$ cat src/hvcc_pkg.sv
package hvcc_pkg;

    // Header length of the configuration record and the index of its last byte.
    localparam int HDR_LEN = 23;
    localparam logic [4:0] HDR_LAST = 5'(HDR_LEN - 1);

    // Parser phases.
    localparam logic [2:0] PH_HEADER  = 3'd0;
    localparam logic [2:0] PH_ATYPE   = 3'd1;
    localparam logic [2:0] PH_CNT_HI  = 3'd2;
    localparam logic [2:0] PH_CNT_LO  = 3'd3;
    localparam logic [2:0] PH_SIZE_HI = 3'd4;
    localparam logic [2:0] PH_SIZE_LO = 3'd5;
    localparam logic [2:0] PH_BODY    = 3'd6;
    localparam logic [2:0] PH_END     = 3'd7;

    // Status codes.
    localparam logic [2:0] ST_OK         = 3'd0;
    localparam logic [2:0] ST_BAD_HEADER = 3'd1;
    localparam logic [2:0] ST_TRUNC_ARR  = 3'd2;
    localparam logic [2:0] ST_TRUNC_CNT  = 3'd3;
    localparam logic [2:0] ST_BAD_SIZE   = 3'd4;
    localparam logic [2:0] ST_TYPE_MISM  = 3'd5;
    localparam logic [2:0] ST_TRAILING   = 3'd6;

    // Position of a byte inside a NAL body.
    localparam logic [1:0] IDX_FIRST  = 2'd0;
    localparam logic [1:0] IDX_SECOND = 2'd1;
    localparam logic [1:0] IDX_GOOD   = 2'd2;
    localparam logic [1:0] IDX_BAD    = 2'd3;

    // NAL types of the parameter sets that are passed on as payload.
    localparam logic [5:0] NAL_VPS = 6'd32;
    localparam logic [5:0] NAL_PPS = 6'd34;

    // Depth of the queue between the front and the back end.
    localparam int QDEPTH = 4;
    localparam int QAW    = $clog2(QDEPTH);

    // One received byte with its precomputed classification.
    typedef struct packed {
        logic [7:0] data;
        logic       is_end;
        logic       is_one;
        logic [5:0] low_type;
        logic       tid_nz;
    } item_t;

    // One result item.
    typedef struct packed {
        logic [7:0] out_byte;
        logic       payload_valid;
        logic [1:0] set_kind;
        logic       nal_first;
        logic       nal_last;
        logic       record_done;
        logic [2:0] status;
    } res_t;

endpackage

$ cat src/hvcc_front.sv
module hvcc_front (
    input  logic          aclk,
    input  logic          aresetn,
    input  logic          s_valid,
    output logic          s_ready,
    input  logic [7:0]    s_record_byte,
    input  logic          s_record_end,
    output logic          q_push,
    output hvcc_pkg::item_t q_item,
    input  logic          q_ready
);
    import hvcc_pkg::*;

    logic  front_valid_reg, front_valid_next;
    item_t front_item_reg, front_item_next;

    assign s_ready = !front_valid_reg || q_ready;
    assign q_push  = front_valid_reg && q_ready;
    assign q_item  = front_item_reg;

    always_comb begin
        front_item_next  = front_item_reg;
        front_valid_next = front_valid_reg;
        if (q_push) begin
            front_valid_next = 1'b0;
        end
        if (s_valid && s_ready) begin
            front_valid_next        = 1'b1;
            front_item_next.data    = s_record_byte;
            front_item_next.is_end  = s_record_end;
            front_item_next.is_one  = (s_record_byte == 8'd1);
            front_item_next.low_type = s_record_byte[5:0];
            front_item_next.tid_nz  = |s_record_byte[2:0];
        end
    end

    always_ff @(posedge aclk) begin
        if (!aresetn) begin
            front_valid_reg <= 1'b0;
        end else begin
            front_valid_reg <= front_valid_next;
        end
        front_item_reg <= front_item_next;
    end

endmodule

$ cat src/hvcc_queue.sv
module hvcc_queue (
    input  logic            aclk,
    input  logic            aresetn,
    input  logic            push,
    input  hvcc_pkg::item_t push_item,
    output logic            push_ready,
    input  logic            pop,
    output logic            pop_valid,
    output hvcc_pkg::item_t pop_item
);
    import hvcc_pkg::*;

    item_t          entry_reg [QDEPTH];
    logic [QAW-1:0] wr_ptr_reg, wr_ptr_next;
    logic [QAW-1:0] rd_ptr_reg, rd_ptr_next;
    logic [QAW:0]   count_reg, count_next;

    assign push_ready = (count_reg != (QAW+1)'(QDEPTH));
    assign pop_valid  = (count_reg != '0);
    assign pop_item   = entry_reg[rd_ptr_reg];

    always_comb begin
        wr_ptr_next = wr_ptr_reg;
        rd_ptr_next = rd_ptr_reg;
        count_next  = count_reg;
        if (push) begin
            wr_ptr_next = wr_ptr_reg + 1'b1;
        end
        if (pop) begin
            rd_ptr_next = rd_ptr_reg + 1'b1;
        end
        if (push && !pop) begin
            count_next = count_reg + 1'b1;
        end else if (pop && !push) begin
            count_next = count_reg - 1'b1;
        end
    end

    always_ff @(posedge aclk) begin
        if (!aresetn) begin
            wr_ptr_reg <= '0;
            rd_ptr_reg <= '0;
            count_reg  <= '0;
        end else begin
            wr_ptr_reg <= wr_ptr_next;
            rd_ptr_reg <= rd_ptr_next;
            count_reg  <= count_next;
        end
        if (push) begin
            entry_reg[wr_ptr_reg] <= push_item;
        end
    end

endmodule

$ cat src/hvcc_back.sv
module hvcc_back (
    input  logic            aclk,
    input  logic            aresetn,
    input  logic            q_valid,
    input  hvcc_pkg::item_t q_item,
    output logic            q_pop,
    output logic            m_valid,
    input  logic            m_ready,
    output hvcc_pkg::res_t  m_res
);
    import hvcc_pkg::*;

    logic [2:0]  phase_reg, phase_next;
    logic [4:0]  hdr_pos_reg, hdr_pos_next;
    logic [7:0]  arrays_reg, arrays_next;
    logic [5:0]  atype_reg, atype_next;
    logic [15:0] nals_reg, nals_next;
    logic [15:0] nal_rem_reg, nal_rem_next;
    logic [7:0]  pend_reg, pend_next;
    logic [1:0]  idx_reg, idx_next;
    logic [2:0]  err_reg, err_next;
    logic        out_valid_reg, out_valid_next;
    res_t        res_reg, res_next;

    // The output register takes a new byte whenever it is empty or being drained.
    assign q_pop   = q_valid && (!out_valid_reg || m_ready);
    assign m_valid = out_valid_reg;
    assign m_res   = res_reg;

    always_comb begin
        logic        pv;
        logic        first;
        logic        last;
        logic        is_last;
        logic        ok;
        logic [7:0]  arr_dec;
        logic [15:0] nals_dec;
        logic [15:0] word;
        phase_next     = phase_reg;
        hdr_pos_next   = hdr_pos_reg;
        arrays_next    = arrays_reg;
        atype_next     = atype_reg;
        nals_next      = nals_reg;
        nal_rem_next   = nal_rem_reg;
        pend_next      = pend_reg;
        idx_next       = idx_reg;
        err_next       = err_reg;
        res_next       = res_reg;
        out_valid_next = out_valid_reg;
        pv       = 1'b0;
        first    = 1'b0;
        last     = 1'b0;
        is_last  = (nal_rem_reg == 16'd1);
        ok       = !pend_reg[7] && (pend_reg[6:1] == atype_reg) && q_item.tid_nz;
        arr_dec  = arrays_reg - 8'd1;
        nals_dec = nals_reg - 16'd1;
        word     = {pend_reg, q_item.data};

        if (out_valid_reg && m_ready) begin
            out_valid_next = 1'b0;
        end

        if (q_pop) begin
            out_valid_next = 1'b1;
            if (err_reg == ST_OK) begin
                case (phase_reg)
                    PH_HEADER: begin
                        if (hdr_pos_reg == 5'd0 && !q_item.is_one) begin
                            err_next = ST_BAD_HEADER;
                        end else if (hdr_pos_reg >= HDR_LAST) begin
                            arrays_next = q_item.data;
                            phase_next  = (q_item.data != 8'd0) ? PH_ATYPE : PH_END;
                        end else begin
                            hdr_pos_next = hdr_pos_reg + 5'd1;
                        end
                    end
                    PH_ATYPE: begin
                        atype_next = q_item.low_type;
                        phase_next = PH_CNT_HI;
                    end
                    PH_CNT_HI: begin
                        pend_next  = q_item.data;
                        phase_next = PH_CNT_LO;
                    end
                    PH_CNT_LO: begin
                        nals_next = word;
                        if (word == 16'd0) begin
                            arrays_next = arr_dec;
                            phase_next  = (arr_dec != 8'd0) ? PH_ATYPE : PH_END;
                        end else begin
                            phase_next = PH_SIZE_HI;
                        end
                    end
                    PH_SIZE_HI: begin
                        pend_next  = q_item.data;
                        phase_next = PH_SIZE_LO;
                    end
                    PH_SIZE_LO: begin
                        nal_rem_next = word;
                        if (word == 16'd0) begin
                            err_next = ST_BAD_SIZE;
                        end else begin
                            idx_next   = IDX_FIRST;
                            phase_next = PH_BODY;
                        end
                    end
                    PH_BODY: begin
                        first = (idx_reg == IDX_FIRST);
                        last  = is_last;
                        pv    = (atype_reg >= NAL_VPS) && (atype_reg <= NAL_PPS);
                        if (idx_reg == IDX_FIRST) begin
                            pend_next = q_item.data;
                            if (is_last) begin
                                err_next = ST_TYPE_MISM;
                            end else begin
                                idx_next = IDX_SECOND;
                            end
                        end else if (idx_reg == IDX_SECOND) begin
                            idx_next = ok ? IDX_GOOD : IDX_BAD;
                            if (is_last && !ok) begin
                                err_next = ST_TYPE_MISM;
                            end
                        end else if (is_last && idx_reg == IDX_BAD) begin
                            err_next = ST_TYPE_MISM;
                        end
                        nal_rem_next = nal_rem_reg - 16'd1;
                        if (is_last && err_next == ST_OK) begin
                            nals_next = nals_dec;
                            if (nals_dec == 16'd0) begin
                                arrays_next = arr_dec;
                                phase_next  = (arr_dec != 8'd0) ? PH_ATYPE : PH_END;
                            end else begin
                                phase_next = PH_SIZE_HI;
                            end
                        end
                    end
                    PH_END: begin
                        err_next = ST_TRAILING;
                    end
                    default: begin
                        err_next = ST_TRAILING;
                    end
                endcase
            end

            // A record that stops early gets a verdict from where it stopped.
            if (q_item.is_end && err_next == ST_OK) begin
                case (phase_next)
                    PH_HEADER: err_next = ST_BAD_HEADER;
                    PH_ATYPE:  err_next = ST_TRUNC_ARR;
                    PH_CNT_HI: err_next = ST_TRUNC_CNT;
                    PH_CNT_LO: err_next = ST_TRUNC_CNT;
                    PH_END:    err_next = ST_OK;
                    default:   err_next = ST_BAD_SIZE;
                endcase
            end

            res_next.out_byte      = q_item.data;
            res_next.payload_valid = pv;
            res_next.set_kind      = pv ? atype_reg[1:0] : 2'd0;
            res_next.nal_first     = first;
            res_next.nal_last      = last;
            res_next.record_done   = q_item.is_end;
            res_next.status        = err_next;

            if (q_item.is_end) begin
                phase_next   = PH_HEADER;
                hdr_pos_next = 5'd0;
                arrays_next  = 8'd0;
                atype_next   = 6'd0;
                nals_next    = 16'd0;
                nal_rem_next = 16'd0;
                pend_next    = 8'd0;
                idx_next     = IDX_FIRST;
                err_next     = ST_OK;
            end
        end
    end

    always_ff @(posedge aclk) begin
        if (!aresetn) begin
            phase_reg     <= PH_HEADER;
            hdr_pos_reg   <= 5'd0;
            arrays_reg    <= 8'd0;
            atype_reg     <= 6'd0;
            nals_reg      <= 16'd0;
            nal_rem_reg   <= 16'd0;
            pend_reg      <= 8'd0;
            idx_reg       <= IDX_FIRST;
            err_reg       <= ST_OK;
            out_valid_reg <= 1'b0;
        end else begin
            phase_reg     <= phase_next;
            hdr_pos_reg   <= hdr_pos_next;
            arrays_reg    <= arrays_next;
            atype_reg     <= atype_next;
            nals_reg      <= nals_next;
            nal_rem_reg   <= nal_rem_next;
            pend_reg      <= pend_next;
            idx_reg       <= idx_next;
            err_reg       <= err_next;
            out_valid_reg <= out_valid_next;
        end
        res_reg <= res_next;
    end

endmodule

$ cat src/hvcc_parameter_set_parser.sv
// HEVC decoder configuration record parser. Bytes of one record are sent in on
// the s_ channel, one per transfer, with s_record_end set on the final byte, and
// every byte comes back out on the m_ channel exactly once, in order, marked
// with whether it belongs to a VPS, SPS or PPS NAL unit, its kind, and the first
// and last byte of every NAL unit. Checking is done while the record streams
// through, so payload bytes leave before the record is known to be good: the
// first error found is latched and shown on m_status from that byte on, and the
// value of m_status on the byte with m_record_done set is the verdict for the
// whole record. A nonzero verdict means the consumer must discard the record.
// Once an error is latched, the remaining bytes of the record pass through with
// all NAL marks cleared. The block sustains one byte per clock cycle while the
// output is not stalled; the back end updates the parser state for each byte as
// it takes the byte from the queue. A byte passes from the front register into
// the queue and from the queue head into the output register before it is
// offered on the output. A four-entry queue lets the input keep accepting while
// the output is stalled.
module hvcc_parameter_set_parser (
    input  logic       aclk,
    input  logic       aresetn,
    input  logic       s_valid,
    output logic       s_ready,
    input  logic [7:0] s_record_byte,
    input  logic       s_record_end,
    output logic       m_valid,
    input  logic       m_ready,
    output logic [7:0] m_out_byte,
    output logic       m_payload_valid,
    output logic [1:0] m_set_kind,
    output logic       m_nal_first,
    output logic       m_nal_last,
    output logic       m_record_done,
    output logic [2:0] m_status
);
    import hvcc_pkg::*;

    item_t front_item;
    item_t queue_item;
    res_t  back_res;
    logic  front_push;
    logic  queue_ready;
    logic  queue_valid;
    logic  back_pop;

    // The front end registers each byte and works out the byte classes that
    // the parser needs.
    hvcc_front u_front (
        .aclk          (aclk),
        .aresetn       (aresetn),
        .s_valid       (s_valid),
        .s_ready       (s_ready),
        .s_record_byte (s_record_byte),
        .s_record_end  (s_record_end),
        .q_push        (front_push),
        .q_item        (front_item),
        .q_ready       (queue_ready)
    );

    // The queue decouples the input side from stalls on the output side.
    hvcc_queue u_queue (
        .aclk       (aclk),
        .aresetn    (aresetn),
        .push       (front_push),
        .push_item  (front_item),
        .push_ready (queue_ready),
        .pop        (back_pop),
        .pop_valid  (queue_valid),
        .pop_item   (queue_item)
    );

    // The back end runs the record parser and holds the output register.
    hvcc_back u_back (
        .aclk    (aclk),
        .aresetn (aresetn),
        .q_valid (queue_valid),
        .q_item  (queue_item),
        .q_pop   (back_pop),
        .m_valid (m_valid),
        .m_ready (m_ready),
        .m_res   (back_res)
    );

    assign m_out_byte      = back_res.out_byte;
    assign m_payload_valid = back_res.payload_valid;
    assign m_set_kind      = back_res.set_kind;
    assign m_nal_first     = back_res.nal_first;
    assign m_nal_last      = back_res.nal_last;
    assign m_record_done   = back_res.record_done;
    assign m_status        = back_res.status;

endmodule

$ cat config.mk
export PLATFORM = sky130hd
export DESIGN_NAME = hvcc_parameter_set_parser
export DESIGN_NICKNAME = d
export VERILOG_FILES = /design/src/hvcc_pkg.sv /design/src/hvcc_front.sv /design/src/hvcc_queue.sv /design/src/hvcc_back.sv /design/src/hvcc_parameter_set_parser.sv
export SDC_FILE = /design/constraint.sdc
export NUM_CORES = 1
export LEC_CHECK = 0
export BUFFER_PORTS_ARGS = -buffer_cell sky130_fd_sc_hd__buf_4
export CAP_MARGIN = 20
export CORE_ASPECT_RATIO = 1.75
export CORE_UTILIZATION = 49
export CTS_BUF_LIST = sky130_fd_sc_hd__clkbuf_8
export CTS_CLUSTER_SIZE = 24
export DETAILED_ROUTE_END_ITERATION = 10
export PLACE_DENSITY = 0.66
export SYNTH_ARGS = -nofsm -noshare
export SYNTH_HDL_FRONTEND = slang
export SYNTH_SLANG_ARGS = --single-unit
$ cat constraint.sdc
create_clock -name aclk -period 5.2 [get_ports aclk]
set_input_delay 1.04 -clock aclk [delete_from_list [all_inputs] [get_ports aclk]]
set_output_delay 1.04 -clock aclk [all_outputs]
set_load 0.05 [all_outputs]
* Yosys cells after proc, flatten, opt, wreduce, memory -nomap -nowiden
Memory sizes are Yosys's and may differ from the RTL's. A register that Yosys moved wholly into a read port is not among the register bits.
Cells that the tools add are included.
** Word-level totals
- Latch bits :: 0
- Input bits :: 13
- RAM bits :: 68
- Memories kept :: 1
- ROM bits :: 0
- Output and inout bits :: 19
- Logic and storage cells :: 198
- Register bits :: 110
** Memories
- u_queue.entry_reg :: depth 4, width 17, read ports 1, clocked after memory_dff 1, write ports 1, RTL line hvcc_queue.sv:13 : item_t entry_reg [QDEPTH];
** Cells by class
- Bitwise operators :: 0
- Div/mod/pow operators :: 0
- Reduce and logical (&&, ||, !) cells :: 56
- Multipliers :: 0
- $add $sub $neg :: 8
- Muxes and demuxes :: 76
- Order comparisons :: 3
- Shift operators :: 0
- Equal/unequal tests :: 28
** Operators by type and width (number)
- $mux 3 :: 27
- $mux 16 :: 5
- $mux 8 :: 10
- $pmux 16 s2 :: 2
- $logic_not 16->1 :: 2
- $sub 16x1->16 const B :: 2
- $mux 5 :: 5
- $pmux 3 s4 :: 2
- $pmux 8 s3 :: 1
- $pmux 3 s7 :: 1
- $mux 6 :: 3
- $eq 16x1->1 const B :: 1
- $mux 2 :: 8
- $pmux 8 s2 :: 1
- $reduce_bool 8->1 :: 2
- $eq 3x3->1 const B :: 5
- $logic_not 3->1 :: 5
- $ne 3x1->1 const B :: 5
- $logic_and 1x1->1 :: 14
- $eq 3x2->1 const B :: 4
- $reduce_bool 2->1 :: 6
- $reduce_bool 3->1 :: 4
- $mux 1 :: 10
- $eq 8x1->1 const B :: 1
- 31 further kinds :: 45

* Depth between registers and ports, before layout
- Depth after elaboration :: 22
- Depth in mapped cells :: 12
- Depth with buffers taken out :: 10

* Hierarchy
A second synthesis with hierarchy kept.
** Unflattened totals
- Cell total of the unflattened synthesis :: 806
- Area, all modules :: 8584.5 µm²
** Modules (own cells, without submodules)
- hvcc_back :: area each 5193.7 µm², times used 1, cells each 646, sequential area each 1871.8 µm²
- hvcc_queue :: area each 2939.1 µm², times used 1, cells each 133, sequential area each 2222.1 µm²
- hvcc_front :: area each 451.7 µm², times used 1, cells each 27, sequential area each 350.3 µm²

* Worst setup path after synthesis
Ideal clock, no wire load.
- Path kind :: input to register
- Start point :: input m_ready
- End point :: register u_back.hdr_pos_reg[3]
- Path slack :: 2227 ps
- Required time :: 5081 ps
- Cell stages on the path :: 10
- Arrival time :: 2854 ps
- Path buffers :: 1
- Library setup time :: 119 ps
- Cells stage by stage :: nand2b_1 > nand2_1 > inv_1 > clkbuf_1 > nand2_1 > o31a_1 > nor2b_1 > nand3_1 > xor2_1 > nor2_1
** On the way
- Longest elaborated chain between the ends :: 3
** Ends and longest elaborated chain
- start, declared :: RTL line hvcc_parameter_set_parser.sv:25 : input logic m_ready,
- $logic_or 1x1->1 :: RTL line hvcc_back.sv:26 : assign q_pop = q_valid && (!out_valid_reg || m_ready);
- $logic_and 1x1->1 :: RTL line hvcc_back.sv:26
- via back_pop :: RTL line hvcc_parameter_set_parser.sv:42 : logic back_pop;
- $reduce_and 5->1 (no source line)
- end signal, assigned :: RTL line hvcc_back.sv:194 : hdr_pos_reg <= hdr_pos_next;
- end, declared :: RTL line hvcc_back.sv:14 : logic [4:0] hdr_pos_reg, hdr_pos_next;
The timed path passes the listed nets, and every way through them passes these cells.
A chain may end at the register's enable or synchronous reset.

==> run_results.csv <==
group,metric,value,unit
run_status,status,"complete, no violations",
hold_path,hold_class,"register to register",
final_layout,fillers,1325,
timing,fin_skew,0.0203,ns
logic_synthesis,ys_types,83,
final_layout,final_common_cell,"nor2_1",
setup_path,crit_type,"register to register",
final_layout,final_layout_size_suffix_gt1_share,13.3,%
logic_synthesis,ys_warn_count,0,
timing,drv_slew,0,
setup_path,cp-end-kind,"register",
final_layout,diodes,0,
grt,antenna_found_initial,0,
hold_path,hold_depth,2,
detailed_routing,drt-pass1-iter-count,6,
final_layout,layout_common_cells,"nor2_1, dfxtp_1, edfxtp_1, nand2_1, o21ai_0",
setup_path,crit_fanout,23,
logic_synthesis,ys_ff_latch,150,
die,core_area,14900,um2
setup_path,path_delay_family,"simple AND/OR/NAND/NOR gates",
timing,final_hold_viol_count,0,
detailed_routing,routed_wl,19.5,mm
logic_synthesis,ys_seq_area_share,49.7,%
timing,setup_viol,0,
logic_synthesis,ys_async_sr_fraction,0,%
pwr,powerDensity,524,nW/um2
setup_path,critical-path-max-stage-delay,0.67,ns
run,max_cap_viol_count,0,
timing,rsz0062_at_grt,"no",
die,io_pins,32,
place,dp_slack,1.75,ns
detailed_routing,drtIter0Drc,481,
die,fp.dieW,95.5,um
detailed_routing,antenna_left,0,
timing,slew_headroom,31.2,%
setup_path,worstPathArrival,3.82,ns
clocking,clk_path_buf_depth,2,
die,row_count,59,
timing,fin_crit,3.50,ns
place,port-buffer-count,31,
die,die_y,166,um
setup_path,start_kind,"register",
logic_synthesis,synth.net_count,773,
timing,tns,0,ns
logic_synthesis,synthFlopType,"dfxtp_1",
logic_synthesis,synth_top_cell_area_share,28.8,%
clocking,cts_tree,"done",
logic_synthesis,synth_area_leaders,"edfxtp_1, dfxtp_1, nor2_1",
setup_path,required,5.53,ns
logic_synthesis,synthesis.area,7500,um2
clocking,cts_resized,0,
pwr,irDropWorstVdd,0.277,mV
setup_path,rr_worst_depth,9,
setup_path,cp_slowest_cell,"dfxtp_1",
final_layout,area_growth,9.60,%
clocking,clk_pin_slew,0.10,ns
grt,grt_max_degree,55,
detailed_routing,vias,6070,
hold_path,hold_path_end,"u_back.nal_rem_reg[6]$_SDFFE_PN0P_",
logic_synthesis,synth_edf_count,72,
die,dieArea,15800,um2
setup_path,critPathMostFrequentCell,"nor2_1",
timing,period_share,67.3,%
grt,grt_pass1_vias,6020,
clocking,clock_latency,0.47,ns
grt,gr-total-overflow,0,
clocking,h-tree-depth,4,
pwr,p_leak,2.99,nW
clocking,cts_root_buf,"clkbuf_8",
clocking,cts_buffers,17,
setup_path,worstPathCellList,"mux2i_1 -> mux2_2 -> clkinv_1 -> buf_4 -> a21oi_1 -> nand2b_1 -> nor2_1 -> a22oi_1 -> nor2_1",
timing,finalWorstSetupSlack,1.70,ns
detailed_routing,routed_via_density,6.30,
detailed_routing,routedWlPerCell,20.2,um
logic_synthesis,synthesis.instances,745,
grt,track_usage,25.9,%
hold_path,min_from,"u_back.nal_rem_reg[6]$_SDFFE_PN0P_",
detailed_routing,drc_errors,0,
timing,max_freq,0.286,GHz
clocking,postCtsSetupBuffers,0,
setup_path,reg2reg_to,"u_back.nal_rem_reg[8]$_SDFFE_PN0P_",
place,hpwl,13.9,mm
clocking,cts_hold_buf,0,
setup_path,r2r_slack,1.70,ns
die,start_util,50.3,%
logic_synthesis,yosysTopAreaCell,"edfxtp_1",
timing,whs,0.480,ns
place,routabilityCongestion,0.890,
timing,worst_pin_slew,1.03,ns
final_layout,largest_reg_flops,44,
clocking,cts.sinks,150,
logic_synthesis,syn_area_per_cell,10.1,um2
final_layout,nNetsFinal,795,
grt,grt_pass1_wl,30.9,mm
setup_path,path_buf_inv,2,
==> where the power goes <==
part | leakage, nW | internal [mW] | switching (mW)
registers | 1.30 | 1.45 | 0.158
logic | 1.48 | 0.540 | 1.22
clock network | 0.211 | 0.375 | 0.562
total | 2.99 | 2.36 | 1.94
==> layout make-up <==
| type | count | area (um2) | share of cell area, % |
|---|---|---|---|
| clock buffers | 17 | 234 | 2.85 |
| clock inverters | 15 | 191 | 2.33 |
| multi-input cells | 536 | 3460 | 42.1 |
| inverters | 24 | 90.1 | 1.10 |
| well taps | 183 | 229 | 2.79 |
| flip-flops and latches | 150 | 3720 | 45.3 |
| repair buffers | 38 | 285 | 3.47 |
==> tightest hold or removal path: cells and delay by family, from the launching register on <==
family | cells | cell delay, ns
flip-flops | 1 | 0.34
buffers and inverters | 1 | 0.05
AO/OA/AOI/OAI | 1 | 0.05
==> kinds of logic (layout without fill, tap and decap cells) <==
family | count (synthesis) | after routing | share of synthesized area, %
AND/OR/NAND/NOR | 276 | 276 | 18.9
adder cells (fa/ha/maj) | 16 | 16 | 2.74
flip-flops | 150 | 150 | 49.7
multiplexers | 15 | 15 | 3.89
buffers and inverters | 59 | 94 | 4.14
AO/OA/AOI/OAI | 204 | 204 | 17.7
XOR/XNOR | 25 | 25 | 2.92
==> worst max-delay path by stage <==
stage,from,endpoint,slack (ns),depth (start not counted)
5_1_grt,register,u_back.nal_rem_reg[7]$_SDFFE_PN0P_,1.37,9
3_3_place_gp,register,u_back.nal_rem_reg[10]$_SDFFE_PN0P_,1.89,9
4_1_cts,register,u_back.nal_rem_reg[8]$_SDFFE_PN0P_,1.73,9
2_1_floorplan,m_ready,u_back.hdr_pos_reg[3]$_SDFFE_PN0P_,2.23,10
3_5_place_dp,register,u_back.nal_rem_reg[8]$_SDFFE_PN0P_,1.75,9
6_report,register,u_back.nal_rem_reg[8]$_SDFFE_PN0P_,1.70,9
==> per-stage QoR <==
step | utilization [%] | std cells | power, mW | cell area, um2
4_1_cts | 55.1 | 963 | 4.29 | 8220
3_3_place_gp | 52.2 | 931 | 3.33 | 7790
3_5_place_dp | 52.2 | 931 | 3.37 | 7790
2_1_floorplan | - | 745 | 2.85 | 7500
5_1_grt | 55.1 | 963 | 4.51 | 8220
6_report | 55.1 | 963 | 4.30 | 8220
==> Yosys cell counts (5+ instances only) <==
library cell and n:
dfxtp_1 78, a22oi_1 13, o211ai_1 11, clkbuf_1 20, nor3_1 21, and2_1 13
edfxtp_1 72, clkbuf_8 7, or3_1 9, a31oi_1 11, nor4_1 12, nand2b_1 6
o21ai_0 57, a32oi_1 6, a21oi_1 51, xor2_1 15, mux4_2 6, nor2b_1 9
nand3_1 17, nand2_1 65, ha_1 14, buf_2 5, nor2_1 85, o21ai_1 7
inv_1 22, xnor2_1 10
==> metal layers <==
layer | GRT usage (%) | up-vias | wire length [um]
met2 | 46.0 | 213 | 10300
li1 | - | 2823 | -
met1 | 27.6 | 2962 | 7300
met4 | 16.4 | 0 | 1060
met3 | 4.09 | 72 | 766
met5 | 0 | - | 0
(Power assumes the default switching activity.)
